**config.mk**
```make
export PLATFORM = sky130hd
export DESIGN_NAME = bicubic_bezier_patch_evaluator_unit
export DESIGN_NICKNAME = d
export VERILOG_FILES = /design/src/rtl/bbpe_pkg.sv /design/src/rtl/bbpe_mac.sv /design/src/rtl/bicubic_bezier_patch_evaluator_unit.sv
export SDC_FILE = /design/constraint.sdc
export NUM_CORES = 2
export LEC_CHECK = 0
export BUFFER_PORTS_ARGS = -buffer_cell sky130_fd_sc_hd__buf_2
export CORE_MARGIN = 4
export CORE_UTILIZATION = 45
export DETAILED_ROUTE_END_ITERATION = 6
export GPL_TIMING_DRIVEN = 1
export PLACE_DENSITY = 0.58
export SYNTH_ARGS = -nofsm -noshare
export SYNTH_HDL_FRONTEND = slang
export SYNTH_HIERARCHICAL = 1
export SYNTH_SLANG_ARGS = --single-unit
```
**constraint.sdc**
```tcl
create_clock -name i_clk -period 13.2 [get_ports i_clk]
set_clock_uncertainty 0.1 [all_clocks]
set_input_delay 1.98 -clock i_clk [delete_from_list [all_inputs] [get_ports i_clk]]
set_output_delay 1.98 -clock i_clk [all_outputs]
set_load 0.02 [all_outputs]
```
**src/rtl/bbpe_pkg.sv**
```systemverilog
`timescale 1ns / 1ps
// ----------------------------------------------------------------------------
// bbpe_pkg: shared definitions for the bicubic Bezier patch evaluator
// Field widths, the cubic Bezier basis matrix and the control word of the
// shared multiply-accumulate unit.
// ----------------------------------------------------------------------------
package bbpe_pkg;

    // Patch and field geometry
    localparam int CTRL_POINTS   = 16;
    localparam int IDX_W         = 4;
    localparam int COORD_W       = 32;
    localparam int PARAM_W       = 17;
    localparam int FRAC_BITS_DEF = 16;

    // Width of one rounded row sum (weights sum to about one, so a row stays
    // within a few bits of a coordinate)
    localparam int ROW_W = 34;

    // Entries of the 4x4 basis matrix
    localparam int BASIS_LEN = 16;

    // Bezier basis matrix, row major, applied to [t^3, t^2, t, 1]
    localparam logic signed [3:0] BASIS [BASIS_LEN] = '{
        -4'sd1,  4'sd3, -4'sd3,  4'sd1,
         4'sd3, -4'sd6,  4'sd3,  4'sd0,
        -4'sd3,  4'sd3,  4'sd0,  4'sd0,
         4'sd1,  4'sd0,  4'sd0,  4'sd0
    };

    // Control word of the multiply-accumulate unit
    typedef struct packed {
        logic en;     // update an accumulator this cycle
        logic sum;    // 0: row accumulator, 1: surface accumulator
        logic first;  // restart from the rounding offset
    } t_mac_ctl;

endpackage

```
**src/rtl/bbpe_mac.sv**
```systemverilog
`timescale 1ns / 1ps
// ----------------------------------------------------------------------------
// bbpe_mac: shared multiply-accumulate unit
// One signed multiplier feeding a row accumulator and a surface accumulator.
// Both accumulators start from half an LSB so that the rounded value is a
// plain arithmetic shift of the register.
// ----------------------------------------------------------------------------
module bbpe_mac
    import bbpe_pkg::*;
#(
    parameter int FRAC_BITS = FRAC_BITS_DEF
) (
    input  logic                       i_clk,
    input  t_mac_ctl                   i_ctl,
    input  logic signed [ROW_W-1:0]    i_op_a,
    input  logic signed [FRAC_BITS+1:0] i_op_b,
    output logic signed [ROW_W-1:0]    o_row_rnd,
    output logic signed [COORD_W-1:0]  o_sum_sat
);

    localparam int WB_W   = FRAC_BITS + 2;
    localparam int PROD_W = ROW_W + WB_W;
    localparam int ACC_W  = PROD_W + 4;

    localparam logic signed [ACC_W-1:0] HALF =
        {{(ACC_W-FRAC_BITS){1'b0}}, 1'b1, {(FRAC_BITS-1){1'b0}}};
    localparam logic signed [ACC_W-1:0] SAT_MAX =
        {{(ACC_W-COORD_W+1){1'b0}}, {(COORD_W-1){1'b1}}};
    localparam logic signed [ACC_W-1:0] SAT_MIN =
        {{(ACC_W-COORD_W+1){1'b1}}, {(COORD_W-1){1'b0}}};

    logic signed [PROD_W-1:0] w_prod;
    logic signed [ACC_W-1:0]  w_prod_ext;
    logic signed [ACC_W-1:0]  w_sum_q;
    logic signed [ACC_W-1:0]  r_row;
    logic signed [ACC_W-1:0]  n_row;
    logic signed [ACC_W-1:0]  r_sum;
    logic signed [ACC_W-1:0]  n_sum;

    // Multiply
    assign w_prod     = i_op_a * i_op_b;
    assign w_prod_ext = ACC_W'(w_prod);

    // Accumulate into the selected register
    always_comb begin
        n_row = r_row;
        n_sum = r_sum;
        if (i_ctl.en) begin
            if (!i_ctl.sum) begin
                n_row = (i_ctl.first ? HALF : r_row) + w_prod_ext;
            end else begin
                n_sum = (i_ctl.first ? HALF : r_sum) + w_prod_ext;
            end
        end
    end

    always_ff @(posedge i_clk) begin
        r_row <= n_row;
        r_sum <= n_sum;
    end

    // Rounded row value: offset already added, drop the fraction
    assign o_row_rnd = r_row[FRAC_BITS +: ROW_W];

    // Rounded surface value, saturated to a signed coordinate
    assign w_sum_q = r_sum >>> FRAC_BITS;

    always_comb begin
        if (w_sum_q > SAT_MAX) begin
            o_sum_sat = SAT_MAX[COORD_W-1:0];
        end else if (w_sum_q < SAT_MIN) begin
            o_sum_sat = SAT_MIN[COORD_W-1:0];
        end else begin
            o_sum_sat = w_sum_q[COORD_W-1:0];
        end
    end

endmodule

```
**src/rtl/bicubic_bezier_patch_evaluator_unit.sv**
```systemverilog
`timescale 1ns / 1ps
// ----------------------------------------------------------------------------
// bicubic_bezier_patch_evaluator_unit: bicubic Bezier surface evaluator
// Holds 16 control points and evaluates surface points in signed Q16.16.
// ----------------------------------------------------------------------------
// Usage:
//   Input channel (i_in_valid / o_in_ready) takes one word per handshake.
//   i_operation = 0 writes control point i_point_index with i_point_x/y/z;
//   it yields nothing. i_operation = 1 evaluates the surface at
//   i_u_param, i_v_param (Q1.16, values above 1.0 clamp to 1.0).
//   Output channel (o_out_valid / i_out_ready) carries o_surf_x/y/z.
//   An evaluate word keeps the block busy: 4 multiplies for the powers of
//   u and v, a step for the Bernstein weights, then per coordinate 4 rows
//   of 4 column MACs plus one row MAC each, and one save step. All of it
//   runs through the single multiplier in bbpe_mac. o_in_ready rises again
//   in the same cycle that the result appears. The result sits in an output
//   register, so loads and the next evaluate proceed while it waits. If a
//   previous result is still not taken when a new one finishes, the block
//   holds in its save step until it is.
//   Reset clears the sequencer and the output valid; control point storage
//   is not cleared and a slot must be written before it is used.
// ----------------------------------------------------------------------------
module bicubic_bezier_patch_evaluator_unit
    import bbpe_pkg::*;
#(
    parameter int FRAC_BITS = FRAC_BITS_DEF
) (
    input  logic                      i_clk,
    input  logic                      i_rst_n,
    input  logic                      i_in_valid,
    output logic                      o_in_ready,
    input  logic                      i_operation,
    input  logic [IDX_W-1:0]          i_point_index,
    input  logic signed [COORD_W-1:0] i_point_x,
    input  logic signed [COORD_W-1:0] i_point_y,
    input  logic signed [COORD_W-1:0] i_point_z,
    input  logic [PARAM_W-1:0]        i_u_param,
    input  logic [PARAM_W-1:0]        i_v_param,
    output logic                      o_out_valid,
    input  logic                      i_out_ready,
    output logic signed [COORD_W-1:0] o_surf_x,
    output logic signed [COORD_W-1:0] o_surf_y,
    output logic signed [COORD_W-1:0] o_surf_z
);

    localparam int T_W   = FRAC_BITS + 1;
    localparam int WB_W  = FRAC_BITS + 2;
    localparam int WT_W  = FRAC_BITS + 6;
    localparam int CMP_W = (PARAM_W > T_W) ? PARAM_W : T_W;

    localparam logic [T_W-1:0] ONE_T = {1'b1, {FRAC_BITS{1'b0}}};

    // Sequencer states
    localparam logic [2:0] ST_IDLE = 3'd0;
    localparam logic [2:0] ST_POW  = 3'd1;
    localparam logic [2:0] ST_WGT  = 3'd2;
    localparam logic [2:0] ST_COL  = 3'd3;
    localparam logic [2:0] ST_VROW = 3'd4;
    localparam logic [2:0] ST_SAVE = 3'd5;

    // Power steps
    localparam logic [2:0] PW_UU  = 3'd0;
    localparam logic [2:0] PW_UUU = 3'd1;
    localparam logic [2:0] PW_VV  = 3'd2;
    localparam logic [2:0] PW_VVV = 3'd3;
    localparam logic [2:0] PW_END = 3'd4;

    // Coordinate select
    localparam logic [1:0] CRD_X = 2'd0;
    localparam logic [1:0] CRD_Y = 2'd1;
    localparam logic [1:0] CRD_Z = 2'd2;

    logic [2:0] r_state, n_state;
    logic [2:0] r_step,  n_step;
    logic [1:0] r_k, n_k;
    logic [1:0] r_r, n_r;
    logic [1:0] r_c, n_c;

    logic                 w_in_acc;
    logic                 w_load_out;
    logic [CMP_W-1:0]     w_u_ext;
    logic [CMP_W-1:0]     w_v_ext;
    logic [CMP_W-1:0]     w_one_ext;
    logic [T_W-1:0]       w_u_cl;
    logic [T_W-1:0]       w_v_cl;

    logic [T_W-1:0] r_u, r_v, r_u2, r_u3, r_v2, r_v3;

    logic signed [WT_W-1:0] w_pu [4];
    logic signed [WT_W-1:0] w_pv [4];
    logic signed [WT_W-1:0] w_wu [4];
    logic signed [WT_W-1:0] w_wv [4];
    logic signed [WB_W-1:0] r_wu [4];
    logic signed [WB_W-1:0] r_wv [4];

    logic [3*COORD_W-1:0] r_mem [CTRL_POINTS];
    logic [3*COORD_W-1:0] r_rd;
    logic [COORD_W-1:0]   w_coord;

    t_mac_ctl                   w_ctl;
    logic signed [ROW_W-1:0]    w_op_a;
    logic signed [WB_W-1:0]     w_op_b;
    logic signed [ROW_W-1:0]    w_row_rnd;
    logic signed [COORD_W-1:0]  w_sum_sat;

    logic signed [COORD_W-1:0] r_sx, r_sy;
    logic signed [COORD_W-1:0] r_out_x, r_out_y, r_out_z;
    logic                      r_out_valid;

    assign o_in_ready = (r_state == ST_IDLE);
    assign w_in_acc   = i_in_valid && o_in_ready;

    // Clamp u and v to one
    assign w_u_ext   = CMP_W'(i_u_param);
    assign w_v_ext   = CMP_W'(i_v_param);
    assign w_one_ext = CMP_W'(ONE_T);
    assign w_u_cl    = (w_u_ext > w_one_ext) ? ONE_T : w_u_ext[T_W-1:0];
    assign w_v_cl    = (w_v_ext > w_one_ext) ? ONE_T : w_v_ext[T_W-1:0];

    // Control point store: write on load, read the next slot every cycle
    always_ff @(posedge i_clk) begin
        if (w_in_acc && !i_operation) begin
            r_mem[i_point_index] <= {i_point_x, i_point_y, i_point_z};
        end
        r_rd <= r_mem[{n_r, n_c}];
    end

    // Pick the coordinate being summed
    always_comb begin
        case (r_k)
            CRD_X:   w_coord = r_rd[3*COORD_W-1:2*COORD_W];
            CRD_Y:   w_coord = r_rd[2*COORD_W-1:COORD_W];
            CRD_Z:   w_coord = r_rd[COORD_W-1:0];
            default: w_coord = r_rd[COORD_W-1:0];
        endcase
    end

    // Bernstein weights from the power vectors [t^3, t^2, t, 1]
    always_comb begin
        w_pu[0] = $signed(WT_W'(r_u3));
        w_pu[1] = $signed(WT_W'(r_u2));
        w_pu[2] = $signed(WT_W'(r_u));
        w_pu[3] = $signed(WT_W'(ONE_T));
        w_pv[0] = $signed(WT_W'(r_v3));
        w_pv[1] = $signed(WT_W'(r_v2));
        w_pv[2] = $signed(WT_W'(r_v));
        w_pv[3] = $signed(WT_W'(ONE_T));
        for (int j = 0; j < 4; j++) begin
            w_wu[j] = '0;
            w_wv[j] = '0;
            for (int k = 0; k < 4; k++) begin
                w_wu[j] = w_wu[j] + WT_W'(BASIS[j*4+k]) * w_pu[k];
                w_wv[j] = w_wv[j] + WT_W'(BASIS[j*4+k]) * w_pv[k];
            end
        end
    end

    // Sequencer and operand selection
    always_comb begin
        n_state    = r_state;
        n_step     = r_step;
        n_k        = r_k;
        n_r        = r_r;
        n_c        = r_c;
        w_ctl      = '0;
        w_op_a     = '0;
        w_op_b     = '0;
        w_load_out = 1'b0;
        case (r_state)
            ST_IDLE: begin
                if (w_in_acc && i_operation) begin
                    n_state = ST_POW;
                    n_step  = PW_UU;
                end
            end
            ST_POW: begin
                n_step = r_step + 3'd1;
                case (r_step)
                    PW_UU: begin
                        w_ctl  = '{en: 1'b1, sum: 1'b0, first: 1'b1};
                        w_op_a = $signed(ROW_W'(r_u));
                        w_op_b = $signed({1'b0, r_u});
                    end
                    PW_UUU: begin
                        w_ctl  = '{en: 1'b1, sum: 1'b0, first: 1'b1};
                        w_op_a = w_row_rnd;
                        w_op_b = $signed({1'b0, r_u});
                    end
                    PW_VV: begin
                        w_ctl  = '{en: 1'b1, sum: 1'b0, first: 1'b1};
                        w_op_a = $signed(ROW_W'(r_v));
                        w_op_b = $signed({1'b0, r_v});
                    end
                    PW_VVV: begin
                        w_ctl  = '{en: 1'b1, sum: 1'b0, first: 1'b1};
                        w_op_a = w_row_rnd;
                        w_op_b = $signed({1'b0, r_v});
                    end
                    PW_END: begin
                        n_state = ST_WGT;
                    end
                    default: begin
                        n_state = ST_IDLE;
                    end
                endcase
            end
            ST_WGT: begin
                n_state = ST_COL;
                n_k     = CRD_X;
                n_r     = 2'd0;
                n_c     = 2'd0;
            end
            ST_COL: begin
                w_ctl  = '{en: 1'b1, sum: 1'b0, first: (r_c == 2'd0)};
                w_op_a = $signed({{(ROW_W-COORD_W){w_coord[COORD_W-1]}}, w_coord});
                w_op_b = r_wu[r_c];
                n_c    = r_c + 2'd1;
                if (r_c == 2'd3) begin
                    n_state = ST_VROW;
                end
            end
            ST_VROW: begin
                w_ctl  = '{en: 1'b1, sum: 1'b1, first: (r_r == 2'd0)};
                w_op_a = w_row_rnd;
                w_op_b = r_wv[r_r];
                n_r    = r_r + 2'd1;
                n_c    = 2'd0;
                n_state = (r_r == 2'd3) ? ST_SAVE : ST_COL;
            end
            ST_SAVE: begin
                if (r_k != CRD_Z) begin
                    n_k     = r_k + 2'd1;
                    n_state = ST_COL;
                end else if (!r_out_valid || i_out_ready) begin
                    w_load_out = 1'b1;
                    n_state    = ST_IDLE;
                end
            end
            default: begin
                n_state = ST_IDLE;
            end
        endcase
    end

    // Control registers
    always_ff @(posedge i_clk) begin
        if (!i_rst_n) begin
            r_state     <= ST_IDLE;
            r_step      <= PW_UU;
            r_k         <= CRD_X;
            r_r         <= 2'd0;
            r_c         <= 2'd0;
            r_out_valid <= 1'b0;
        end else begin
            r_state <= n_state;
            r_step  <= n_step;
            r_k     <= n_k;
            r_r     <= n_r;
            r_c     <= n_c;
            if (w_load_out) begin
                r_out_valid <= 1'b1;
            end else if (i_out_ready) begin
                r_out_valid <= 1'b0;
            end
        end
    end

    // Payload registers: parameters, powers, weights, results
    always_ff @(posedge i_clk) begin
        if (w_in_acc && i_operation) begin
            r_u <= w_u_cl;
            r_v <= w_v_cl;
        end
        if (r_state == ST_POW) begin
            case (r_step)
                PW_UUU:  r_u2 <= w_row_rnd[T_W-1:0];
                PW_VV:   r_u3 <= w_row_rnd[T_W-1:0];
                PW_VVV:  r_v2 <= w_row_rnd[T_W-1:0];
                PW_END:  r_v3 <= w_row_rnd[T_W-1:0];
                default: r_u2 <= r_u2;
            endcase
        end
        if (r_state == ST_WGT) begin
            for (int j = 0; j < 4; j++) begin
                r_wu[j] <= w_wu[j][WB_W-1:0];
                r_wv[j] <= w_wv[j][WB_W-1:0];
            end
        end
        if (r_state == ST_SAVE) begin
            if (r_k == CRD_X) begin
                r_sx <= w_sum_sat;
            end
            if (r_k == CRD_Y) begin
                r_sy <= w_sum_sat;
            end
        end
        if (w_load_out) begin
            r_out_x <= r_sx;
            r_out_y <= r_sy;
            r_out_z <= w_sum_sat;
        end
    end

    bbpe_mac #(
        .FRAC_BITS (FRAC_BITS)
    ) u_mac (
        .i_clk     (i_clk),
        .i_ctl     (w_ctl),
        .i_op_a    (w_op_a),
        .i_op_b    (w_op_b),
        .o_row_rnd (w_row_rnd),
        .o_sum_sat (w_sum_sat)
    );

    assign o_out_valid = r_out_valid;
    assign o_surf_x    = r_out_x;
    assign o_surf_y    = r_out_y;
    assign o_surf_z    = r_out_z;

    // Evaluate word starts the power steps
    a_eval_start: assert property (@(posedge i_clk) disable iff (!i_rst_n)
        (w_in_acc && i_operation) |=> (r_state == ST_POW && r_step == PW_UU))
        else $error("evaluate word did not start the power steps");

    // Load word never raises the result valid
    a_load_silent: assert property (@(posedge i_clk) disable iff (!i_rst_n)
        (w_in_acc && !i_operation && !r_out_valid) |=> !r_out_valid)
        else $error("load word produced a result");

    // Result appears only from the last save step
    a_out_source: assert property (@(posedge i_clk) disable iff (!i_rst_n)
        $rose(r_out_valid) |-> $past(r_state == ST_SAVE && r_k == CRD_Z))
        else $error("result valid rose outside the final save step");

    // Coordinate counter stays within x, y, z while summing
    a_coord_range: assert property (@(posedge i_clk) disable iff (!i_rst_n)
        (r_state == ST_COL || r_state == ST_VROW || r_state == ST_SAVE)
            |-> (r_k != 2'd3))
        else $error("coordinate counter out of range");

endmodule

```
==> PnR_summary.wiki <==
{| class="wikitable"
! Metric !! Value
|-
| Run status || complete, no violations
|-
| Starting density of the core || 45.2%
|-
| Critical Path Sink Type || flop
|-
| Net total in the final layout || 12100
|-
| Synthesized area per cell || 11.7 um^2
|-
| Netlist cell types || 104
|-
| WL/cell || 23.9 um
|-
| Classification of the worst setup path || flop to flop
|-
| Total length of routed wires || 344 mm
|-
| Req. time, crit path || 13.67 ns
|-
| Met2 Track Usage GR || 40.2%
|-
| Switching power as a share of total power || 23.6%
|-
| Placer congestion estimate || 0.925
|-
| Clock tree from TritonCTS || yes
|-
| Pin count of the biggest net entering global routing || 175
|-
| Net switching power || 3.67 mW
|-
| Netlist area before placement || 0.122 mm^2
|-
| Mapped Cells || 10500
|-
| Net count after synthesis || 12000
|-
| Kind of start point of the critical path || flop
|-
| Crit path time final || 12.62 ns
|-
| Warnings, synthesis || 6
|-
| Crit path max-delay cell type || a211oi_1
|-
| Router iterations before antenna repair || 5
|-
| H-tree Lvls || 4
|-
| Worst Hold Depth || 0
|-
| Hold violation total from the final report || 0
|-
| Clock Path Buffers || 4
|-
| Area Overhead vs Synth || 10.5%
|-
| Overall track demand over capacity in global routing || 24.3%
|-
| Total negative slack || 0 ns
|-
| Final Max Tran Viols || 0
|-
| Final std cells w/o fill || 14400
|-
| Type of the most critical hold path || flop to flop
|-
| Area of the core || 0.271 mm^2
|-
| Share of layout cells above drive strength 1 || 8.56%
|-
| Maximum net fanout on the critical path || 33
|-
| Dpl hpwl || 222 mm
|-
| Total number of placement rows || 191
|-
| Antenna viol nets, final || 0
|-
| Setup violators final || 0
|-
| Synthesized flop and latch total || 2155
|-
| Initial antenna violation count || 52
|-
| Die extent in x || 530 um
|-
| Proportion of synthesized flip-flops having asynchronous set or reset || 0%
|-
| Peak supply drop || 0.104 mV
|-
| Gr ovfl total || 0
|-
| Most used DFF post-synth || edfxtp_1
|-
| Met1 GRT Util || 32.0%
|-
| Actual slew at the worst max-slew pin || 1.17 ns
|-
| Clock network power share || 41.7%
|-
| Number of cells after detailed placement || 13900
|-
| Internal power || 11.9 mW
|-
| Path depth of the worst reg2reg path || 40
|-
| Most Crowded Layer GR || met2
|-
| Met3 Track Usage GR || 4.36%
|-
| Post-DR vias/cell || 5.60
|-
| Max-cap viol count || 0
|-
| Comb power frac || 9.2%
|-
| Clock transition time at the flip-flop clock pins of the worst setup and hold paths || 0.08 ns
|-
| Maximum operating frequency || 0.0792 GHz
|-
| Count of clock tree sinks || 2155
|-
| Starting DRT DRC Count || 7299
|-
| Number of global-route vias before repair || 81300
|-
| Unrepaired setup endpoints after global routing || false
|-
| Part of the Yosys area used for sequential elements || 52.0%
|-
| Via Count || 80300
|-
| Wire length of the first global-routing pass || 515 mm
|-
| Chip height || 530 um
|-
| Leak pwr || 54.5 nW
|-
| Arrival time at the worst endpoint || 13.09 ns
|-
| Worst slew margin relative to its limit || 21.7%
|-
| Number of placed I/O pins || 237
|-
| Worst skew pair latency || 0.93 ns
|-
| Max incr delay on CP || 0.63 ns
|-
| Share of total power in sequential cells || 49.1%
|-
| Number of clock buffers inserted by TritonCTS || 230
|-
| Number of remaining DRC errors || 0
|-
| Final worst path period share || 95.6%
|-
| Root buffer selected by CTS || clkbuf_16
|-
| Die Outline Area || 0.280 mm^2
|-
| EDFF count, synth || 2046
|-
| Number of I/O port buffers || 236
|-
| Power per standard cell area || 115 mW/mm^2
|}
[cell type report]
class,instances,area (um^2)
inverters,1100,4130
clock inverters,136,1430
well taps,3570,4470
flip-flops and latches,2155,63600
fillers,23700,136000
clock buffers,292,6150
repair buffers,419,2740
diodes,24,60.1
multi-input cells,6658,52700
[critical path: cells and delay by family (launching register included)]
family                   cells  cell delay [ns]
buffers and inverters        6             0.60
XOR/XNOR                     2             0.71
AO/OA/AOI/OAI               15             4.61
AND/OR/NAND/NOR              8             1.71
flip-flops                   1             0.43
adder cells (fa/ha/maj)      9             4.08
[final timing paths]
path                            start  slack [ns]                         to
setup / recovery  r_k[0]$_SDFFE_PN0P_        0.58  u_mac/r_sum[55]$_DFFE_PP_
hold / removal      r_sy[7]$_DFFE_PP_        0.32      o_surf_y[7]$_DFFE_PP_
setup reg to reg  r_k[0]$_SDFFE_PN0P_        0.58  u_mac/r_sum[55]$_DFFE_PP_
hold reg to reg     r_sy[7]$_DFFE_PP_        0.32      o_surf_y[7]$_DFFE_PP_
[repair_timing]
| action | in CTS | in global routing |
|---|---|---|
| endpoints found under the setup margin | 0 | 14 |
| endpoints found under the hold margin | 0 | 0 |
| setup buffers | 0 | 0 |
| gates resized for setup | 0 | 15 |
| hold buffers | 0 | 0 |
[cells by family (layout without fill, tap and decap cells)]
logic type / Yosys count / after routing / share of synthesized area [%]
mux: 59 / 59 / 0.831
compound gates: 1413 / 1413 / 7.98
simple gates: 3517 / 3518 / 12.8
flops: 2155 / 2155 / 52.0
buf+inv: 1655 / 1947 / 5.44
fa+ha+maj: 1362 / 1362 / 18.7
xor+xnor: 306 / 306 / 2.24
other cells: 0 / 24 / 0
[state kept, by name, summed over array words and instances, names as in the netlist, 17 cells and up]
name	cells
r_mem	1536
r_rd	96
r_wu	71
r_wv	71
u_mac/r_sum	56
u_mac/r_row	50
o_surf_x	32
o_surf_y	32
o_surf_z	32
r_sx	32
r_sy	32
r_u2	17
r_u3	17
r_u	17
r_v2	17
r_v3	17
r_v	17
[placed cells by master, fill, tap and decap left out, types with 36 or more instances in the layout]
master     instances
nand2_1         2117
nand2b_1          52
o21bai_1          40
xor2_1            78
dfxtp_1          107
and3_1           216
nor3_1            36
a31oi_1          125
o21a_1            41
nor2_1           187
a21o_1           141
a22oi_1           50
clkbuf_1          46
clkbuf_16        230
a311oi_1         291
inv_1           1099
buf_2            236
nand3_1          426
o21ai_0          117
clkinv_1          37
fa_1             783
a21oi_1          372
nor2b_1          180
xnor2_1          224
edfxtp_1        2046
buf_4            168
and2_1           184
clkinv_2          47
ha_1             577
[synth_stat cells, types with 17 or more instances]
library cell | count | area (um^2)
a31oi_1 | 125 | 782
ha_1 | 579 | 7240
o21a_1 | 41 | 308
fa_1 | 783 | 15700
nor2_1 | 200 | 751
xor2_1 | 78 | 683
nor3_1 | 40 | 200
a211oi_1 | 24 | 180
a21oi_1 | 376 | 1880
mux2i_1 | 24 | 240
xnor2_1 | 224 | 1960
inv_1 | 1099 | 4130
nand3_1 | 426 | 2130
buf_4 | 45 | 338
nor2b_1 | 181 | 1130
and2_1 | 187 | 1170
nand2b_1 | 52 | 325
buf_2 | 203 | 1020
a22oi_1 | 53 | 398
nand4_1 | 23 | 144
dfxtp_1 | 109 | 2180
a21o_1 | 142 | 1070
mux4_2 | 34 | 766
edfxtp_1 | 2046 | 61400
and3_1 | 217 | 1360
a311oi_1 | 291 | 2550
clkbuf_1 | 285 | 1070
a21boi_0 | 17 | 128
o21ai_0 | 132 | 661
o31ai_1 | 31 | 233
buf_1 | 19 | 71.3
nand2_1 | 2123 | 7970
o21bai_1 | 40 | 300
[power by group through the flow]
stage,Sequential (mW),Combinational (mW),Clock (mW)
after floorplan,7.76,0.952,0
after global placement,7.76,1.39,0
after detailed placement,7.77,1.41,0
after CTS,7.62,1.42,6.62
after global routing,7.62,1.59,6.92
final,7.62,1.43,6.48
[per-stage QoR]
stage | setup slack [ns] | utilization (%) | power (mW) | hold WS [ns] | area (um^2)
after global routing | 0.00867 | 49.9 | 16.1 | 0.319 | 135000
after global placement | 0.514 | 47.1 | 9.15 | 0.302 | 128000
final | 0.581 | 50.0 | 15.5 | 0.316 | 135000
after floorplan | 1.70 | - | 8.71 | 0.300 | 122000
after detailed placement | 0.352 | 47.1 | 9.17 | 0.305 | 128000
after CTS | 0.240 | 49.9 | 15.7 | 0.312 | 135000
[per-layer routing]
metal	routed length [um]	part of all wire [%]
met5	184	0.054
met3	24100	7.0
met1	140000	41
met2	165000	48
met4	13900	4.0
Note: power is estimated with default switching activity, not from simulation.
